$ cat src/design/spq_pkg.sv
// shared types, codes and sizes for the sorted priority queue
package spq_pkg;

  localparam int unsigned DEPTH = 16;
  localparam int unsigned CNT_W = $clog2(DEPTH + 1);
  localparam int unsigned OCC_W = 5;
  localparam int unsigned PRI_W = 8;
  localparam int unsigned TAG_W = 8;
  localparam int unsigned STS_W = 2;

  // operation codes of the func field
  localparam logic FUNC_INSERT = 1'b0;
  localparam logic FUNC_REMOVE = 1'b1;

  // result status codes
  localparam logic [STS_W-1:0] STATUS_OK    = 2'd0;
  localparam logic [STS_W-1:0] STATUS_FULL  = 2'd1;
  localparam logic [STS_W-1:0] STATUS_EMPTY = 2'd2;

  // operation the controller orders from the datapath
  typedef enum logic [2:0] {
    OP_NONE,
    OP_INSERT,
    OP_REMOVE,
    OP_REFUSE_FULL,
    OP_REFUSE_EMPTY
  } spq_op_e;

  typedef struct packed {
    logic             func;
    logic [PRI_W-1:0] priority_req;
    logic [TAG_W-1:0] item_tag;
  } spq_in_t;

  typedef struct packed {
    logic [STS_W-1:0] status;
    logic [PRI_W-1:0] head_priority;
    logic [TAG_W-1:0] head_tag;
    logic [OCC_W-1:0] occupancy;
  } spq_out_t;

  typedef struct packed {
    logic    load;
    spq_op_e op;
  } spq_cmd_t;

  typedef struct packed {
    logic req_insert;
    logic full;
    logic empty;
  } spq_stat_t;

endpackage

$ cat src/design/spq_ctrl.sv
// controller state machine sequencing one item at a time
module spq_ctrl (
  input  logic              clk_i,
  input  logic              rst_ni,
  input  logic              in_valid_i,
  output logic              in_ready_o,
  output logic              out_valid_o,
  input  logic              out_ready_i,
  input  spq_pkg::spq_stat_t stat_i,
  output spq_pkg::spq_cmd_t  cmd_o
);
  import spq_pkg::*;

  localparam logic [1:0] S_IDLE = 2'd0;
  localparam logic [1:0] S_EXEC = 2'd1;
  localparam logic [1:0] S_RESP = 2'd2;

  logic [1:0] state_q, state_d;

  // next state and commands
  always_comb begin
    state_d     = state_q;
    in_ready_o  = 1'b0;
    out_valid_o = 1'b0;
    cmd_o.load  = 1'b0;
    cmd_o.op    = OP_NONE;
    case (state_q)
      S_IDLE: begin
        in_ready_o = 1'b1;
        if (in_valid_i) begin
          cmd_o.load = 1'b1;
          state_d    = S_EXEC;
        end
      end
      S_EXEC: begin
        if (stat_i.req_insert) begin
          cmd_o.op = stat_i.full ? OP_REFUSE_FULL : OP_INSERT;
        end else begin
          cmd_o.op = stat_i.empty ? OP_REFUSE_EMPTY : OP_REMOVE;
        end
        state_d = S_RESP;
      end
      S_RESP: begin
        out_valid_o = 1'b1;
        if (out_ready_i) begin
          state_d = S_IDLE;
        end
      end
      default: begin
        state_d = S_IDLE;
      end
    endcase
  end

  // state register
  always_ff @(posedge clk_i or negedge rst_ni) begin
    if (!rst_ni) begin
      state_q <= S_IDLE;
    end else begin
      state_q <= state_d;
    end
  end

endmodule

$ cat src/design/spq_datapath.sv
// slot row with per-slot compare, entry count and result register
module spq_datapath (
  input  logic              clk_i,
  input  logic              rst_ni,
  input  spq_pkg::spq_in_t   in_data_i,
  input  spq_pkg::spq_cmd_t  cmd_i,
  output spq_pkg::spq_stat_t stat_o,
  output spq_pkg::spq_out_t  out_data_o
);
  import spq_pkg::*;

  spq_in_t          req_q;
  spq_out_t         res_q, res_d;
  logic [CNT_W-1:0] count_q, count_d;
  logic [PRI_W-1:0] slot_pri_q [DEPTH];
  logic [PRI_W-1:0] slot_pri_d [DEPTH];
  logic [TAG_W-1:0] slot_tag_q [DEPTH];
  logic [TAG_W-1:0] slot_tag_d [DEPTH];
  logic [DEPTH-1:0] keep;

  // status towards the controller
  assign stat_o.req_insert = (req_q.func == FUNC_INSERT);
  assign stat_o.full       = (count_q == CNT_W'(DEPTH));
  assign stat_o.empty      = (count_q == '0);
  assign out_data_o        = res_q;

  // every held slot at or above the new priority stays in place
  always_comb begin
    for (int k = 0; k < DEPTH; k++) begin
      keep[k] = (CNT_W'(k) < count_q) && (slot_pri_q[k] >= req_q.priority_req);
    end
  end

  // slot row update, count and result
  always_comb begin
    slot_pri_d = slot_pri_q;
    slot_tag_d = slot_tag_q;
    count_d    = count_q;
    res_d      = res_q;
    case (cmd_i.op)
      OP_INSERT: begin
        // head slot takes the new entry unless it stays
        if (!keep[0]) begin
          slot_pri_d[0] = req_q.priority_req;
          slot_tag_d[0] = req_q.item_tag;
        end
        for (int k = 1; k < DEPTH; k++) begin
          if (!keep[k]) begin
            if (keep[k-1]) begin
              slot_pri_d[k] = req_q.priority_req;
              slot_tag_d[k] = req_q.item_tag;
            end else begin
              slot_pri_d[k] = slot_pri_q[k-1];
              slot_tag_d[k] = slot_tag_q[k-1];
            end
          end
        end
        count_d = count_q + CNT_W'(1);
        res_d   = '{STATUS_OK, '0, '0, OCC_W'(count_q + CNT_W'(1))};
      end
      OP_REMOVE: begin
        for (int k = 0; k < DEPTH - 1; k++) begin
          slot_pri_d[k] = slot_pri_q[k+1];
          slot_tag_d[k] = slot_tag_q[k+1];
        end
        count_d = count_q - CNT_W'(1);
        res_d   = '{STATUS_OK, slot_pri_q[0], slot_tag_q[0],
                    OCC_W'(count_q - CNT_W'(1))};
      end
      OP_REFUSE_FULL: begin
        res_d = '{STATUS_FULL, '0, '0, OCC_W'(count_q)};
      end
      OP_REFUSE_EMPTY: begin
        res_d = '{STATUS_EMPTY, '0, '0, OCC_W'(count_q)};
      end
      default: begin
      end
    endcase
  end

  // entry count
  always_ff @(posedge clk_i or negedge rst_ni) begin
    if (!rst_ni) begin
      count_q <= '0;
    end else begin
      count_q <= count_d;
    end
  end

  // request, slots and result payload
  always_ff @(posedge clk_i) begin
    if (cmd_i.load) begin
      req_q <= in_data_i;
    end
    slot_pri_q <= slot_pri_d;
    slot_tag_q <= slot_tag_d;
    res_q      <= res_d;
  end

endmodule

$ cat src/design/sorted_priority_queue.sv
// sorted priority queue: item in, one result out after a compare-and-shift pass
// the result becomes valid once the execute state has registered it, and holds until taken
// one item held at a time: the controller steps through its accept, execute and respond
//   states and takes no new item until the result has been taken
// reset: clears the entry count and the controller; slot contents are not cleared
module sorted_priority_queue (
  input  logic              clk_i,
  input  logic              rst_ni,
  input  logic              in_valid_i,
  output logic              in_ready_o,
  input  spq_pkg::spq_in_t  in_data_i,
  output logic              out_valid_o,
  input  logic              out_ready_i,
  output spq_pkg::spq_out_t out_data_o
);
  import spq_pkg::*;

  spq_cmd_t  cmd;
  spq_stat_t stat;

  // sequencing
  spq_ctrl u_ctrl (
    .clk_i      (clk_i),
    .rst_ni     (rst_ni),
    .in_valid_i (in_valid_i),
    .in_ready_o (in_ready_o),
    .out_valid_o(out_valid_o),
    .out_ready_i(out_ready_i),
    .stat_i     (stat),
    .cmd_o      (cmd)
  );

  // slot row and result
  spq_datapath u_datapath (
    .clk_i     (clk_i),
    .rst_ni    (rst_ni),
    .in_data_i (in_data_i),
    .cmd_i     (cmd),
    .stat_o    (stat),
    .out_data_o(out_data_o)
  );

endmodule

$ cat config.mk
export PLATFORM = sky130hd
export DESIGN_NAME = sorted_priority_queue
export DESIGN_NICKNAME = d
export VERILOG_FILES = /design/src/design/spq_pkg.sv /design/src/design/spq_ctrl.sv /design/src/design/spq_datapath.sv /design/src/design/sorted_priority_queue.sv
export SDC_FILE = /design/constraint.sdc
export NUM_CORES = 1
export LEC_CHECK = 0
export BUFFER_PORTS_ARGS = -buffer_cell sky130_fd_sc_hd__buf_2
export CORE_ASPECT_RATIO = 0.6
export CORE_MARGIN = 4
export CORE_UTILIZATION = 25
export CTS_BUF_LIST = sky130_fd_sc_hd__clkbuf_8
export DETAILED_ROUTE_END_ITERATION = 16
export GPL_TIMING_DRIVEN = 0
export RECOVER_POWER = 25
export SLEW_MARGIN = 20
export SYNTH_ARGS = -nofsm -noshare
export SYNTH_HDL_FRONTEND = slang
export SYNTH_SLANG_ARGS = --single-unit
export TNS_END_PERCENT = 20
$ cat constraint.sdc
create_clock -name clk_i -period 3.15 [get_ports clk_i]
set_input_delay 0.1575 -clock clk_i [delete_from_list [all_inputs] [get_ports clk_i]]
set_output_delay 0.1575 -clock clk_i [all_outputs]
set_load 0.03 [all_outputs]
==> summary.md, run 1 <==
| Metric | Value |
|---|---|
| RSZ-0062 raised after global routing | true |
| Commonest non-fill, non-tap cell in the layout | nand3_1 |
| Share of layout cells above drive strength 1 | 17.45% |
| TritonCTS Sinks | 303 |
| Syn. warnings | 0 |
| Post-Syn Area | 18460 sq um |
| Max-cap violation count | 1 |
| Die Area | 78390 sq um |
| Register area share after synthesis | 49.10% |
| Max frequency | 0.3043 GHz |
| Final Max Tran Viols | 18 |
| Initial cell density of the core | 25.47% |
| Violated checks | max-capacitance violations, max-slew violations, negative setup slack |
| WS Path Type | register to register |
| Commonest cells after routing, fill and taps aside | 408 x nand3_1, 296 x edfxtp_1, 221 x o211ai_1 |
| CTS buffer count | 48 |
| First-pass GRT wire length | 104900 um |
| Core Box Area | 72460 sq um |
| Hold Slack | 0.2237 ns |
| Worst skew pair latency | 0.65 ns |
| Synth cell types | 51 |
| Hold Path Origin | in_data_i[4] |
| Reg2reg start | u_datapath.req_q[15]$_DFFE_PP_ |
| Top Layer Used | met5 |
| Post-synth EDFFs | 296 |
| Die height | 218.5 um |
| WL met3 | 11800 um |
| Worst rel slew slack | -22.47% |
| Most used flip-flop cell after synthesis | edfxtp_1 |
| WHS Endpoint | u_datapath.req_q[4]$_DFFE_PP_ |
| Port buffer count | 45 |
| Post-DP HPWL | 54430 um |
| Metal2 WL | 25130 um |
| Finished Cell Area | 22380 sq um |
| Starting DRT DRC Count | 2758 |
| Hold depth | 2 |
| Final net count | 2154 |
| Row Count | 76 |
| PnR worst setup slack | -0.1363 ns |
| Post-Syn Area per Cell | 10.13 sq um |
| Total leakage power | 8.118 nW |
| Worst Max-Slew Pin Slew | 1.836 ns |
| Worst flop-to-flop path endpoint | u_datapath.slot_tag_q[83]$_DFFE_PP_ |
| Die X | 358.8 um |
| WL/cell | 24.11 um |
| Layout Area Growth over Synthesis | 21.24% |
| DRC Markers | 0 |
| Net Count, Synth | 1975 |
| Ant. Diodes | 0 |
| Worst setup path start | u_datapath.req_q[15]$_DFFE_PP_ |
| Hold Vio Cnt, Final | 0 |
| Initial antenna violation count | 3 |
| Crit-path max FO | 10 |
| # H-tree levels | 2 |
| Via Count | 16990 |
| Maximum VDD drop | 0.0004577 V |
| Final worst path period share | 104.3% |
| R2R cell count | 10 |
| Element type at the critical path start | register |
| Final ANT Viol Nets | 0 |
| Placed cell areas | 20060 sq um |
| Number of synthesized register bits | 303 |
| TritonCTS clock tree | yes |
| Drt total wl | 72690 um |
| Ys async rst share | 2.310% |
| Mapped Cells | 1822 |
| Largest net degree at the start of global routing | 32 |
| Outcome | finished with violations |
| PwrDens | 1102 nW/um^2 |
| Tmin final | 3.286 ns |
| DRT Pass-1 Iters | 9 |
| Num ports | 46 |
| WP data required | 3.63 ns |
| Bufs on Longest Clock Path | 3 |
| Total GRT Usage | 17.72% |
| CP Capture Type | register |
| Vias per cell | 5.634 |
| WL met1 | 34480 um |
| Worst min path class | input pin to register |
| Fillers | 7387 |
| Routability cong. | 0.9558 |
| Flop2flop setup slack | -0.14 ns |
| Setup TNS | -3.258 ns |
| Clk slew on worst S/H paths | 0.06 ns |
| Total gr overflow | 0 |
| Vias in the first global route | 16150 |
| Final Skew | 0.03418 ns |
| # setup viols final | 119 |
| Critical path arrival | 3.76 ns |
| CTS Root Cell | clkbuf_8 |
[synth_stat cells (2+ instances only)]
cell	instances	share of area (%)
inv_1	27	0.55
nor2_1	55	1.1
o21a_1	15	0.61
and2_1	34	1.2
o211ai_1	221	9.0
ha_1	132	8.9
a31oi_1	15	0.51
o2111ai_1	14	0.66
o21ai_0	8	0.22
nand2_1	208	4.2
xor2_1	3	0.14
a21oi_1	35	0.95
edfxtp_1	296	48
xnor2_1	2	0.095
o21ai_1	14	0.38
mux2_2	16	0.98
mux2i_1	16	0.87
and2_0	6	0.20
nand2b_1	19	0.64
dfrtp_1	7	0.95
a21o_1	39	1.6
nor2_4	2	0.12
or3_1	2	0.068
nor2b_1	2	0.068
nand4_1	3	0.10
a221oi_1	14	0.66
and3_1	4	0.14
buf_4	10	0.41
or2_2	2	0.068
nor3_1	15	0.41
nor3b_1	2	0.081
a211o_1	13	0.62
buf_2	60	1.6
a21boi_0	2	0.081
nand3_1	408	11
buf_6	3	0.18
o22ai_1	2	0.068
clkbuf_1	73	1.5
buf_1	11	0.22
[registers in the layout (all words and copies together), names as in the netlist]
register,flops
u_datapath.out_data_o,23
u_datapath.req_q,17
u_datapath.slot_pri_q,128
u_datapath.slot_tag_q,128
u_ctrl.state_q,2
u_datapath.count_q,5
[final cells by class]
| type | count | area [sq um] | share of cell area (%) |
|---|---|---|---|
| multi-input cells | 1334 | 8974 | 40.10 |
| inverters | 28 | 132.6 | 0.5926 |
| well taps | 975 | 1220 | 5.451 |
| clock buffers | 57 | 784.5 | 3.505 |
| flip-flops and latches | 303 | 9064 | 40.50 |
| clock inverters | 32 | 162.7 | 0.7268 |
| repair buffers | 144 | 1262 | 5.641 |
| plain buffers | 142 | 780.7 | 3.489 |
[worst max-delay path: stages, from the launching register on]
cell and delay (ns):
edfxtp_1 0.50, clkinvlp_4 0.14, buf_4 0.20, buf_4 0.20, ha_1 0.30, and2_1 0.15
o2111ai_1 0.16, o21ai_1 0.62, clkbuf_1 0.50, nand3_1 0.17, nand3_1 0.16
[report_power, final]
group          internal (mW)  leakage (nW)  total, mW  switching, mW
sequential              6.83          2.84       7.97           1.15
combinational           4.37          4.72       13.2           8.79
clock                   1.73         0.561       3.52           1.79
total                   12.9          8.12       24.7           11.7
[worst max-delay path by stage]
stage	to	cells after the start
after CTS	u_datapath.slot_tag_q[66]$_DFFE_PP_	10
after global placement	u_datapath.slot_pri_q[120]$_DFFE_PP_	9
after global routing	u_datapath.slot_tag_q[83]$_DFFE_PP_	10
final	u_datapath.slot_tag_q[83]$_DFFE_PP_	10
after floorplan	u_datapath.slot_pri_q[120]$_DFFE_PP_	9
after detailed placement	u_datapath.slot_pri_q[19]$_DFFE_PP_	9
[per-layer routing]
metal  GRT usage, %  vias up
met4          3.379        2
met3          7.770      101
met5              0        -
li1               -     7358
met2          21.03     1179
met1          28.21     8347
[cell families after synthesis]
group,after synthesis,synth area share [%]
adders and majority gates,132,8.947
xor gates and xnor gates,5,0.2373
and+or+nand+nor,766,19.68
AOI/OAI and AO/OA,399,15.69
DFF,303,49.10
buffers and inverters,185,4.494
muxes,32,1.844
[through the flow]
step / worst slack, ns / total power, mW / cells / util (%)
after floorplan: -0.1896 / 14.86 / 1822 / -
after global placement: -2.162 / 18.70 / 2842 / 27.48
after detailed placement: -1.808 / 19.22 / 2850 / 27.68
after CTS: -0.1012 / 23.60 / 3008 / 30.48
after global routing: -0.1163 / 25.79 / 3015 / 30.89
final: -0.1363 / 24.66 / 3015 / 30.89
[timing repair]
action	CTS	global route
endpoints found under the hold margin	26	0
hold buffers	21	0
endpoints found under the setup margin	504	486
gates resized for setup	84	82
buffers inserted	61	9
pin swaps	15	2
Power figures use the tool's default switching activity.
==> run 2, diff against run 1 <==
SYNTH_HIERARCHICAL = 1   (was unset)
==> summary.md, run 2 <==
| Metric | Value |
|---|---|
| DRC Markers | 0 |
| Net Count, Synth | 1732 |
| Post-DP HPWL | 45630 um |
| Flop2flop setup slack | -0.09 ns |
| Vias in the first global route | 14570 |
| Vias per cell | 5.646 |
| Tmin final | 3.243 ns |
| Crit-path max FO | 11 |
| Initial cell density of the core | 25.37% |
| Logic pwr share | 56.3% |
| WL/cell | 22.86 um |
| Number of synthesized register bits | 303 |
| Metal2 WL | 22600 um |
| Synth area leaders | edfxtp_1 50%, a221o_1 12%, ha_1 9.3%, a21oi_1 5.7%, nand2_1 4.4% |
| Die X | 352.6 um |
| Most common cell in the netlist | edfxtp_1 |
| Overall power | 25.68 mW |
| RSZ-0062 raised after global routing | true |
| Yosys top cell area share | 49.91% |
| Reg2reg start | u_datapath/req_q[11]$_DFFE_PP_ |
| Hold depth | 2 |
| Maximum VDD drop | 0.0004253 V |
| # setup viols final | 20 |
| Net Sw Frac | 44.60% |
| Clk slew on worst S/H paths | 0.07 ns |
| Element type at the critical path start | register |
| Most used flip-flop cell after synthesis | edfxtp_1 |
| Critical path arrival | 3.56 ns |
| Row Count | 75 |
| TritonCTS clock tree | yes |
| PnR worst setup slack | -0.09287 ns |
| Worst min path class | input pin to register |
| Total gr overflow | 0 |
| DRT Pass-1 Iters | 6 |
| Largest net degree at the start of global routing | 18 |
| Synth cell types | 61 |
| Finished Layout Cells | 2743 |
| Flop pwr share | 31.8% |
| Hold Vio Cnt, Final | 0 |
| Net Switching | 11.45 mW |
| Layout Area Growth over Synthesis | 24.73% |
| Initial antenna violation count | 0 |
| Mapped Cells | 1579 |
| CTS Root Cell | clkbuf_8 |
| Register area share after synthesis | 50.90% |
| Worst flop-to-flop path endpoint | u_datapath/slot_tag_q[18]$_DFFE_PP_ |
| Die height | 214.7 um |
| First-pass GRT wire length | 91720 um |
| Top Layer Used | met4 |
| CP Capture Type | register |
| Violated checks | max-capacitance violations, max-slew violations, negative setup slack |
| WS Path Type | register to register |
| Power share of the clock group | 11.8% |
| Final Max Tran Viols | 18 |
| CTS buffer count | 45 |
| PwrDens | 1156 nW/um^2 |
| WL met1 | 29810 um |
| Final Util | 31.65% |
| Routability cong. | 0.8812 |
| Syn. warnings | 6 |
| Worst skew pair latency | 0.61 ns |
| Outcome | finished with violations |
| Via Count | 15490 |
| Post-Syn Area | 17810 sq um |
| Hold Path Origin | in_data_i[16] |
| Post-synth EDFFs | 296 |
| Share of layout cells above drive strength 1 | 21.07% |
| Internal power | 14.23 mW |
| Die Area | 75710 sq um |
| Num ports | 46 |
| Final Skew | 0.01886 ns |
| Worst Max-Slew Pin Slew | 1.627 ns |
| Final ANT Viol Nets | 0 |
| Placed insts | 2554 |
| WHS Endpoint | u_datapath/req_q[16]$_DFFE_PP_ |
| Area leader, netlist | edfxtp_1 |
| Final worst path period share | 102.9% |
| Worst rel slew slack | -8.537% |
| Max-cap violation count | 1 |
| WP data required | 3.46 ns |
| TritonCTS Sinks | 303 |
| WL met3 | 9113 um |
| Total GRT Usage | 15.63% |
| Final net count | 1942 |
| Post-Syn Area per Cell | 11.28 sq um |
| Drt total wl | 62710 um |
| Commonest non-fill, non-tap cell in the layout | edfxtp_1 |
| Starting DRT DRC Count | 2147 |
| R2R cell count | 11 |
| Total leakage power | 8.714 nW |
| Ys async rst share | 2.310% |
| Core Box Area | 70190 sq um |
| Commonest cells in the netlist | 296 x edfxtp_1, 209 x a221o_1, 208 x nand2_1 |
| # H-tree levels | 2 |
| Bufs on Longest Clock Path | 3 |
| Max frequency | 0.3084 GHz |
| Commonest cells after routing, fill and taps aside | 296 x edfxtp_1, 209 x a221o_1, 208 x nand2_1 |
| Port buffer count | 45 |
## run 2: how the worst max path moves through the flow
| stage | from | endpoint | cells past startpoint |
|---|---|---|---|
| after CTS | u_datapath/req_q[11]$_DFFE_PP_ | u_datapath/slot_pri_q[89]$_DFFE_PP_ | 11 |
| after global routing | u_datapath/req_q[11]$_DFFE_PP_ | u_datapath/slot_pri_q[23]$_DFFE_PP_ | 11 |
| after detailed placement | u_datapath/count_q[2]$_DFFE_PN0P_ | u_datapath/slot_pri_q[49]$_DFFE_PP_ | 13 |
| after floorplan | u_datapath/count_q[1]$_DFFE_PN0P_ | u_datapath/slot_pri_q[16]$_DFFE_PP_ | 13 |
| after global placement | u_datapath/count_q[2]$_DFFE_PN0P_ | u_datapath/slot_tag_q[19]$_DFFE_PP_ | 11 |
| final | u_datapath/req_q[11]$_DFFE_PP_ | u_datapath/slot_tag_q[18]$_DFFE_PP_ | 11 |
## run 2: power groups by stage
stage / Combinational [mW] / Sequential, mW / Clock (mW)
floorplan: 7.97 / 7.94 / 0
CTS: 13.4 / 8.11 / 3.09
global placement: 11.2 / 8.21 / 0
global route: 15.4 / 8.27 / 3.28
finish: 14.5 / 8.17 / 3.04
detailed placement: 11.7 / 8.21 / 0
## run 2: logic make-up (layout without fill, tap and decap cells)
kind of cell | Yosys count | count (layout) | share of synthesized area [%]
AOI/OAI and AO/OA | 593 | 593 | 24.80
and+or+nand+nor | 352 | 352 | 9.120
DFF | 303 | 303 | 50.90
buffers and inverters | 172 | 411 | 4.342
adders and majority gates | 132 | 132 | 9.274
muxes | 18 | 18 | 1.124
xor gates and xnor gates | 9 | 9 | 0.4426
other | 0 | 1 | 0
## run 2: timing repair
item | in CTS | in global routing
buffers inserted | 74 | 21
pin swaps | 17 | 15
hold endpoints to repair | 26 | 0
gates resized for setup | 155 | 129
gates cloned | 1 | 1
setup endpoints to repair | 557 | 523
hold buffers | 21 | 0
## run 2: area by class of cell
type                    instances  area, sq um
clock inverters                28        112.6
flip-flops and latches        303         9066
well taps                     924         1156
fillers                      7032        47980
repair buffers                169         1485
clock buffers                  48        660.6
diodes                          1        2.502
plain buffers                 137        963.4
inverters                      29        135.1
multi-input cells            1104         8631
## run 2: critical path, stage by stage (launching register included)
cell        delay (ns)
edfxtp_1          0.51
clkinvlp_4        0.31
buf_4             0.22
ha_1              0.22
a211o_1           0.31
a31oi_4           0.21
o21ai_4           0.16
and2_1            0.18
buf_2             0.19
buf_6             0.19
a21oi_4           0.23
buf_12            0.19
## run 2: per-layer routing
metal / up-vias / GRT usage [%]
met3: 87 / 5.644
met5: - / 0
met4: 0 / 3.366
li1: 6690 / -
met2: 1041 / 18.96
met1: 7668 / 25.26
## run 2: through the flow
stage / setup TNS [ns] / setup WS, ns / hold slack (ns) / area [sq um]
after floorplan: -28.36 / -0.3078 / -0.1381 / 17900
after global placement: -695.17 / -1.898 / 0.009873 / 19280
after detailed placement: -681.41 / -1.793 / 0.01014 / 19390
after CTS: -0.2868 / -0.03122 / 0.2392 / 21800
after global routing: -13.39 / -0.1271 / 0.2487 / 22210
final: -1.334 / -0.09287 / 0.2735 / 22210
==> run 3, diff against run 2 <==
CELL_PAD_IN_SITES_DETAIL_PLACEMENT = 1   (was unset)
CELL_PAD_IN_SITES_GLOBAL_PLACEMENT = 1   (was unset)
PLACE_DENSITY = 0.57   (was unset)
==> summary.md, run 3 (synthesis gave the netlist of run 2 again) <==
| Metric | Value |
|---|---|
| Starting DRT DRC Count | 1783 |
| Final worst path period share | 99.71% |
| Commonest cells after routing, fill and taps aside | 296 x edfxtp_1, 209 x a221o_1, 208 x nand2_1 |
| Fillers | 7724 |
| CP Capture Type | register |
| Share of layout cells above drive strength 1 | 21.45% |
| Row Count | 75 |
| Finished Cell Area | 22320 sq um |
| Initial cell density of the core | 25.37% |
| Setup TNS | 0 ns |
| Core Box Area | 70190 sq um |
| Worst skew pair latency | 0.65 ns |
| Final ANT Viol Nets | 0 |
| Maximum VDD drop | 0.0003752 V |
| WS Path Type | register to register |
| Total gr overflow | 0 |
| Vias in the first global route | 15310 |
| PnR worst setup slack | 0.009089 ns |
| Final net count | 1953 |
| First-pass GRT wire length | 103200 um |
| Total leakage power | 8.810 nW |
| Max frequency | 0.3184 GHz |
| Crit-path max FO | 10 |
| TritonCTS Sinks | 303 |
| TritonCTS clock tree | yes |
| Outcome | finished with violations |
| PwrDens | 1187 nW/um^2 |
| Area of the multi-input gates | 8483 sq um |
| Worst rel slew slack | -28.13% |
| Num ports | 46 |
| Finished Layout Cells | 2762 |
| Die height | 214.7 um |
| WL/cell | 25.87 um |
| # H-tree levels | 2 |
| Element type at the critical path start | register |
| Via Count | 15470 |
| Sequential cell area | 9064 sq um |
| Hold Slack | 0.2350 ns |
| Place WS | -2.002 ns |
| Layout Area Growth over Synthesis | 25.32% |
| Die Area | 75710 sq um |
| Tmin final | 3.141 ns |
| RSZ-0062 raised after global routing | true |
| Final Max Tran Viols | 18 |
| Die X | 352.6 um |
| DRC Markers | 0 |
| Final Skew | 0.03795 ns |
| Worst Max-Slew Pin Slew | 1.922 ns |
| DRT Pass-1 Iters | 5 |
| Placed cell areas | 19430 sq um |
| Port buffer count | 45 |
| CTS buffer count | 51 |
| Critical path arrival | 3.48 ns |
| WP data required | 3.49 ns |
| Commonest non-fill, non-tap cell in the layout | edfxtp_1 |
| # setup viols final | 0 |
| Routability cong. | 0.8530 |
| Violated checks | max-capacitance violations, max-slew violations |
| Worst min path class | input pin to register |
| Clk slew on worst S/H paths | 0.06 ns |
| Bufs on Longest Clock Path | 3 |
| Largest net degree at the start of global routing | 18 |
| Max-cap violation count | 1 |
| Vias per cell | 5.600 |
| Initial antenna violation count | 0 |
| Placed insts | 2555 |
| Hold Vio Cnt, Final | 0 |
| Total GRT Usage | 17.97% |
| Final Util | 31.80% |
| Post-DP HPWL | 52080 um |
| Drt total wl | 71460 um |
| Overall power | 26.48 mW |
| CTS Root Cell | clkbuf_8 |
run 3: cell types whose count changed in the layout (fill, tap and decap cells not counted), moves of 4 or more:
cell      previous run  this run
buf_2               38        50
buf_6               33        21
clkinv_1             5        14
buf_12              20        28
clkbuf_2            20        27
clkbuf_4            16         9
a31oi_4             10         4
clkbuf_8            48        53
o21ai_2              4         9
o21ai_4              8         3
clkbuf_1            60        56
run 3: per-layer routing:
layer	wire length [um]	GRT usage, %
met3	7090	5.314
met4	845	2.597
met1	36910	29.33
met2	26610	22.95
met5	0	0
run 3: worst max-delay path, cell delays in order, from the launching register on:
cell and delay (ns):
edfxtp_1 0.48, clkinvlp_4 0.18, buf_4 0.21, ha_1 0.33, and2_1 0.17, a221oi_2 0.32, o21ai_4 0.11, buf_12 0.16
and2_4 0.14, buf_6 0.14, buf_8 0.15, a21oi_4 0.17, buf_12 0.15, buf_12 0.13
run 3: worst paths after layout:
path	start	endpoint	slack [ns]	cells past startpoint
setup / recovery	u_datapath/req_q[15]$_DFFE_PP_	u_datapath/slot_tag_q[94]$_DFFE_PP_	0.009	13
hold / removal	in_data_i[2]	u_datapath/req_q[2]$_DFFE_PP_	0.23	2
setup reg to reg	u_datapath/req_q[15]$_DFFE_PP_	u_datapath/slot_tag_q[94]$_DFFE_PP_	0.009	13
hold reg to reg	u_datapath/slot_tag_q[1]$_DFFE_PP_	u_datapath/slot_tag_q[9]$_DFFE_PP_	0.56	1
max in group asynchronous	rst_ni	u_datapath/count_q[4]$_DFFE_PN0P_	2.30	3
min in group asynchronous	rst_ni	u_datapath/count_q[0]$_DFFE_PN0P_	0.54	3
run 3: power breakdown:
group / total, mW / internal [mW] / leakage, nW / switching, mW
clock: 3.55 / 1.72 / 0.537 / 1.83
sequential: 8.33 / 7.08 / 2.83 / 1.24
combinational: 14.6 / 5.77 / 5.44 / 8.84
run 3: layout make-up:
class                      count  share of cell area [%]
antenna                        1                 0.01121
buffer                       138                   4.216
clock buffer                  53                   3.268
clock inverter                37                  0.9194
inverter                      29                  0.6055
multi-input combinational   1104                   38.01
sequential                   303                   40.61
tap                          924                   5.180
timing repair buffer         173                   7.176
run 3: repair_timing:
item	in CTS	in global routing
pin swaps	18	13
gates resized for setup	130	89
gates cloned	0	2
hold buffers	21	0
setup buffers	85	13
hold endpoints to repair	26	0
endpoints found under the setup margin	561	484
